--- config.mk ---
export PLATFORM = sky130hd
export DESIGN_NAME = tccw_ctrl
export DESIGN_NICKNAME = d
export VERILOG_FILES = /design/src/tccw_pkg.sv /design/src/tccw_ctrl.sv
export SDC_FILE = /design/constraint.sdc
export NUM_CORES = 1
export LEC_CHECK = 0
export CAP_MARGIN = 30
export CELL_PAD_IN_SITES_DETAIL_PLACEMENT = 0
export CELL_PAD_IN_SITES_GLOBAL_PLACEMENT = 1
export CORE_AREA = 2 2 39 41
export CTS_CLUSTER_SIZE = 14
export DETAILED_ROUTE_END_ITERATION = 6
export DIE_AREA = 0 0 41 43
export DONT_BUFFER_PORTS = 1
export HOLD_SLACK_MARGIN = 0.12
export PLACE_DENSITY = 0.59
export SYNTH_ARGS = -nofsm -noshare
export SYNTH_HDL_FRONTEND = slang
export SYNTH_SLANG_ARGS = --single-unit
--- constraint.sdc ---
create_clock -name clk_i -period 3 [get_ports clk_i]
set_input_delay 0.15 -clock clk_i [delete_from_list [all_inputs] [get_ports clk_i]]
set_output_delay 0.15 -clock clk_i [all_outputs]
set_load 0.1 [all_outputs]
--- src/tccw_pkg.sv ---
// ----------------------------------------------------------------------------
// Text console cell writer package
// Item kinds, character codes and the command and status types that join
// the controller to the datapath.
// ----------------------------------------------------------------------------
package tccw_pkg;

  typedef enum logic [1:0] {
    KIND_WRITE = 2'd0,
    KIND_CLEAR = 2'd1,
    KIND_READ  = 2'd2
  } kind_e;

  localparam logic [7:0] CHAR_CR    = 8'd13;
  localparam logic [7:0] CHAR_LF    = 8'd10;
  localparam logic [7:0] CHAR_SPACE = 8'h20;
  localparam logic [7:0] ATTR_RESET = 8'h2a;

  typedef struct packed {
    logic load;
    logic write_char;
    logic copy_init;
    logic copy_step;
    logic clear_init;
    logic clear_step;
    logic read_issue;
    logic read_capture;
  } dp_cmd_t;

  typedef struct packed {
    logic [1:0] kind;
    logic       needs_scroll;
    logic       ptr_last;
  } dp_status_t;

endpackage

--- src/tccw_ctrl.sv ---
// ----------------------------------------------------------------------------
// Text console cell writer controller
// Sequences dispatch, character writes, scroll copies, clears and reads.
// ----------------------------------------------------------------------------
module tccw_ctrl (
  input  logic                 clk_i,
  input  logic                 rst_ni,
  input  logic                 start,
  output logic                 busy,
  output logic                 done_o,
  output tccw_pkg::dp_cmd_t    cmd_o,
  input  tccw_pkg::dp_status_t status_i
);
  import tccw_pkg::*;

  typedef enum logic [2:0] {
    S_IDLE,
    S_DISPATCH,
    S_WRITE,
    S_COPY,
    S_COPY_TAIL,
    S_CLEAR,
    S_READ,
    S_DONE
  } state_e;

  state_e state_q, state_d;
  logic   done_q,  done_d;

  assign busy   = (state_q != S_IDLE) && (state_q != S_DONE);
  assign done_o = done_q;

  always_comb begin
    state_d = state_q;
    cmd_o   = '0;
    unique case (state_q)
      S_IDLE, S_DONE: begin
        if (start) begin
          cmd_o.load = 1'b1;
          state_d    = S_DISPATCH;
        end else begin
          state_d = S_IDLE;
        end
      end
      S_DISPATCH: begin
        case (status_i.kind)
          KIND_WRITE: state_d = S_WRITE;
          KIND_CLEAR: begin
            cmd_o.clear_init = 1'b1;
            state_d          = S_CLEAR;
          end
          KIND_READ: begin
            cmd_o.read_issue = 1'b1;
            state_d          = S_READ;
          end
          default: state_d = S_DONE;
        endcase
      end
      S_WRITE: begin
        cmd_o.write_char = 1'b1;
        if (status_i.needs_scroll) begin
          cmd_o.copy_init = 1'b1;
          state_d         = S_COPY;
        end else begin
          state_d = S_DONE;
        end
      end
      S_COPY: begin
        cmd_o.copy_step = 1'b1;
        if (status_i.ptr_last) begin
          state_d = S_COPY_TAIL;
        end
      end
      S_COPY_TAIL: state_d = S_DONE;
      S_CLEAR: begin
        cmd_o.clear_step = 1'b1;
        if (status_i.ptr_last) begin
          state_d = S_DONE;
        end
      end
      S_READ: begin
        cmd_o.read_capture = 1'b1;
        state_d            = S_DONE;
      end
      default: state_d = S_IDLE;
    endcase
    done_d = (state_d == S_DONE);
  end

  always_ff @(posedge clk_i or negedge rst_ni) begin
    if (!rst_ni) begin
      state_q <= S_IDLE;
      done_q  <= 1'b0;
    end else begin
      state_q <= state_d;
      done_q  <= done_d;
    end
  end

endmodule

After elaboration in Yosys (flattened, before gate mapping)
Index checks and enable logic that the tools add are counted.
{"block": "totals", "reg_bits": 4, "out_inout_bits": 10, "word_cells": 36}
{"block": "op_classes", "n_eq_ne": 11, "n_reduce_logical": 6, "muxes": 17}
{"op": "3-bit case mux with 6 select lines", "n": 1}
{"op": "3-bit equality test (second input constant)", "n": 5}
{"op": "1-bit 2-to-1 mux", "n": 11}
{"op": "3-bit 2-to-1 mux", "n": 3}
{"op": "3-bit case mux with 3 select lines", "n": 1}
{"op": "3-bit by 2-bit equality test with 1-bit output (second input constant)", "n": 2}
{"op": "2-bit OR reduction", "n": 2}
{"op": "3-bit by 1-bit equality test with 1-bit output (second input constant)", "n": 1}
{"op": "3-bit zero test", "n": 1}
{"op": "3-bit inequality test (second input constant)", "n": 1}
{"op": "3-bit nonzero test", "n": 1}
{"op": "2-bit by 1-bit equality test with 1-bit output (second input constant)", "n": 1}
{"op": "2-bit equality test (second input constant)", "n": 1}
{"op": "2-bit zero test", "n": 1}
{"op": "2-bit 2-to-1 mux", "n": 1}
{"op": "1-bit logical AND", "n": 1}

Depth between registers and ports, before layout
{"block": "depth", "word_depth": 4, "depth_mapped": 5, "depth_no_buf": 4}

Worst setup path after synthesis
OpenSTA, ideal clock, no wires.
{"block": "synth_path", "path_kind": "register to output", "startpoint": "register state_q[1]", "endpoint": "output cmd_o[1] in the netlist's numbering", "path_slack_ns": -0.852, "stages_incl_launch_ff": 3, "arrival_time_ns": 3.702, "t_required_ns": 2.850, "cell_sequence": "dfrtp_1 -> buf_2 -> nor4b_1"}
{"element": "start: declaration", "line": "tccw_ctrl.sv:27", "text": "state_e state_q, state_d;"}
{"element": "start signal: assignment", "line": "tccw_ctrl.sv:95", "text": "state_q <= state_d;"}
{"element": "end: declaration", "line": "tccw_ctrl.sv:11", "text": "output tccw_pkg::dp_cmd_t cmd_o,"}

==> results.sh <==
export IMPL_cts_root_buf="clkbuf_4"
export IMPL_cts_resized=0
export IMPL_io_pins=17
export IMPL_cts_buffers=3
export IMPL_reg2reg_to="done_o"
export IMPL_clk_latency_ns=0.23
export IMPL_slew_headroom=0.358
export IMPL_whs_path_depth=2
export IMPL_hp_class="in2reg"
export IMPL_yosysTopAreaCell="dfrtp_1"
export IMPL_tritoncts="yes"
export IMPL_rsz0062_at_grt="no"
export IMPL_syn_avg_cell_area_um2=8.65
export IMPL_cts_max_path_buffers=2
export IMPL_start_util=0.225
export IMPL_track_usage=0.0899
export IMPL_grt_pass1_wl_mm=1.06
export IMPL_synth_area_leaders="dfrtp_1 32%, o41ai_2 5.2%, a31oi_2 4.0%, and3_1 4.0%, nand2b_1 4.0%"
export IMPL_yosysTopAreaCellShare=0.321
export IMPL_grt_overflow=0
export IMPL_drt_iter0_drc=3
export IMPL_dp_hpwl_um=541
export IMPL_port_buffers=0
export IMPL_worstReg2RegStart="state_q[1]"
export IMPL_crit_top_cell="buf_4"
export IMPL_cts_sink_count=4
export IMPL_arrival_ns=1.90
export IMPL_syn_area_um2=312
export IMPL_hold_viol_final=0
export IMPL_syn_to_final_growth_pct=47.4
export IMPL_core_area_um2=1380
export IMPL_critPathMaxStageDelay_ns=0.60
export IMPL_synth_ff_type="dfrtp_1"
export IMPL_nets=54
export IMPL_synth_cells=36
export IMPL_critPathMaxFanout=12
export IMPL_hold_end="state_q[0]"
export IMPL_status="complete, no violations"
export IMPL_clock_skew_ns=0.00239
export IMPL_first_pass_iters=4
export IMPL_fmax_mhz=487
export IMPL_ys_seq_area_frac=0.321
export IMPL_finalSetupViolations=0
export IMPL_critPathSlowestCell="dfrtp_1"
export IMPL_ys_types=24
export IMPL_num_rows=14
export IMPL_grt_pass1_vias=264
export IMPL_die_w_um=41
export IMPL_drc_errors=0
export IMPL_place_congestion=0.638
export IMPL_tightest_slew_ns=0.967
export IMPL_period_needed_ns=2.05
export IMPL_cp_required_ns=2.85
export IMPL_synth_nets=43
export IMPL_r2r_cells=4
export IMPL_routed_wirelength_um=678
export IMPL_antenna_cells=0
export IMPL_setup_tns_ns=0
export IMPL_synth_edff_count=0
export IMPL_dieArea_um2=1760
export IMPL_reg2reg_slack_ns=1.48
export IMPL_ys_seq_elements=4
export IMPL_grt_max_degree=13
export IMPL_path_cells="inv_2, nor3_4, buf_4, and2_1, buf_4"
export IMPL_path_class="reg2out"
export IMPL_htreeDepth=1
export IMPL_hp_start="status_i[2]"
export IMPL_route_vias_total=294
export IMPL_maxSlewViolCount=0
export IMPL_ant_nets=0
export IMPL_drv_cap=0
export IMPL_drive_gt1_frac=0.489
export IMPL_clkTransAtPathRegs_ns=0.04
export IMPL_crit_path_start_kind="flip-flop"
export IMPL_antenna_found_initial=0
export IMPL_via_per_inst=4.82
export IMPL_die_h_um=43
export IMPL_wl_per_cell_um=11.1
export IMPL_cp_end_kind="output port"
export IMPL_final_period_utilization=0.685
export IMPL_synthArstFlopShare=1.00
export IMPL_ys_warn_count=0
metal layers:
layer,part of all wire,up-vias,track usage
met5,0,-,0
met4,0,0,0.0800
met3,0.096,0,0.0209
met2,0.53,9,0.125
met1,0.37,137,0.108
li1,-,148,-
metrics by stage:
step                std cells  setup WS (ns)  hold WS [ns]   util  cell area, um2
floorplan                  36         0.0111        -0.146      -             323
global placement           57           1.21        -0.145  0.308             427
detailed placement         57           1.18        -0.145  0.308             427
CTS                        61          0.932         0.157  0.332             459
global route               61          0.800         0.155  0.332             459
finish                     61          0.946         0.158  0.332             459
cell usage in the layout (no fill, tap or decap), types with 2 or more instances in the layout:
cell type  synthesis  final
buf_4              0      7
or3_1              2      2
a21oi_1            2      2
and3_1             2      2
nand2b_1           2      2
dfrtp_1            4      4
clkbuf_4           0      3
nor2_2             0      2
Yosys cell counts (2+ instances only):
master,count
dfrtp_1,4
nand2b_1,2
a21oi_1,2
nor2b_1,2
or3_1,2
nor2_1,3
and3_1,2
nor3_1,2
buf_2,2
worst max-delay path, delay by kind of cell (launching register included):
kind | cells | cell delay, ns
buf+inv | 3 | 0.73
flops | 1 | 0.60
simple gates | 2 | 0.34
worst max path at each step:
stage                          start        to  slack (ns)  depth (start not counted)
after CTS                 state_q[1]  cmd_o[5]        0.93                          5
after floorplan           state_q[1]  cmd_o[7]        0.01                          4
after global placement    state_q[1]  cmd_o[5]        1.21                          5
final                     state_q[1]  cmd_o[5]        0.95                          5
after global routing      state_q[1]  cmd_o[5]        0.80                          5
after detailed placement  state_q[1]  cmd_o[5]        1.18                          5
registers in the layout, summed over array words and instances, names as in the netlist:
signal / cells
state_q: 3
done_o: 1
area by class of cell:
type	instances	area, um2
clock buffers	3	22.5
fillers	149	925
inverters	2	7.51
multi-input cells	27	221
flip-flops and latches	4	100
well taps	16	20.0
repair buffers	9	87.6
cells by family after synthesis:
logic type	after synthesis	share of synthesized area
AOI/OAI and AO/OA	9	0.225
muxes	1	0.0361
DFF	4	0.321
and+or+nand+nor	17	0.325
buffers and inverters	5	0.0923
timing repair:
item	in CTS	in global routing
hold buffers	1	0
setup buffers	0	0
hold endpoints to repair	4	0
Power is not shown: default switching activity piles up to over one toggle a cycle in this logic, so the estimate is an artifact.
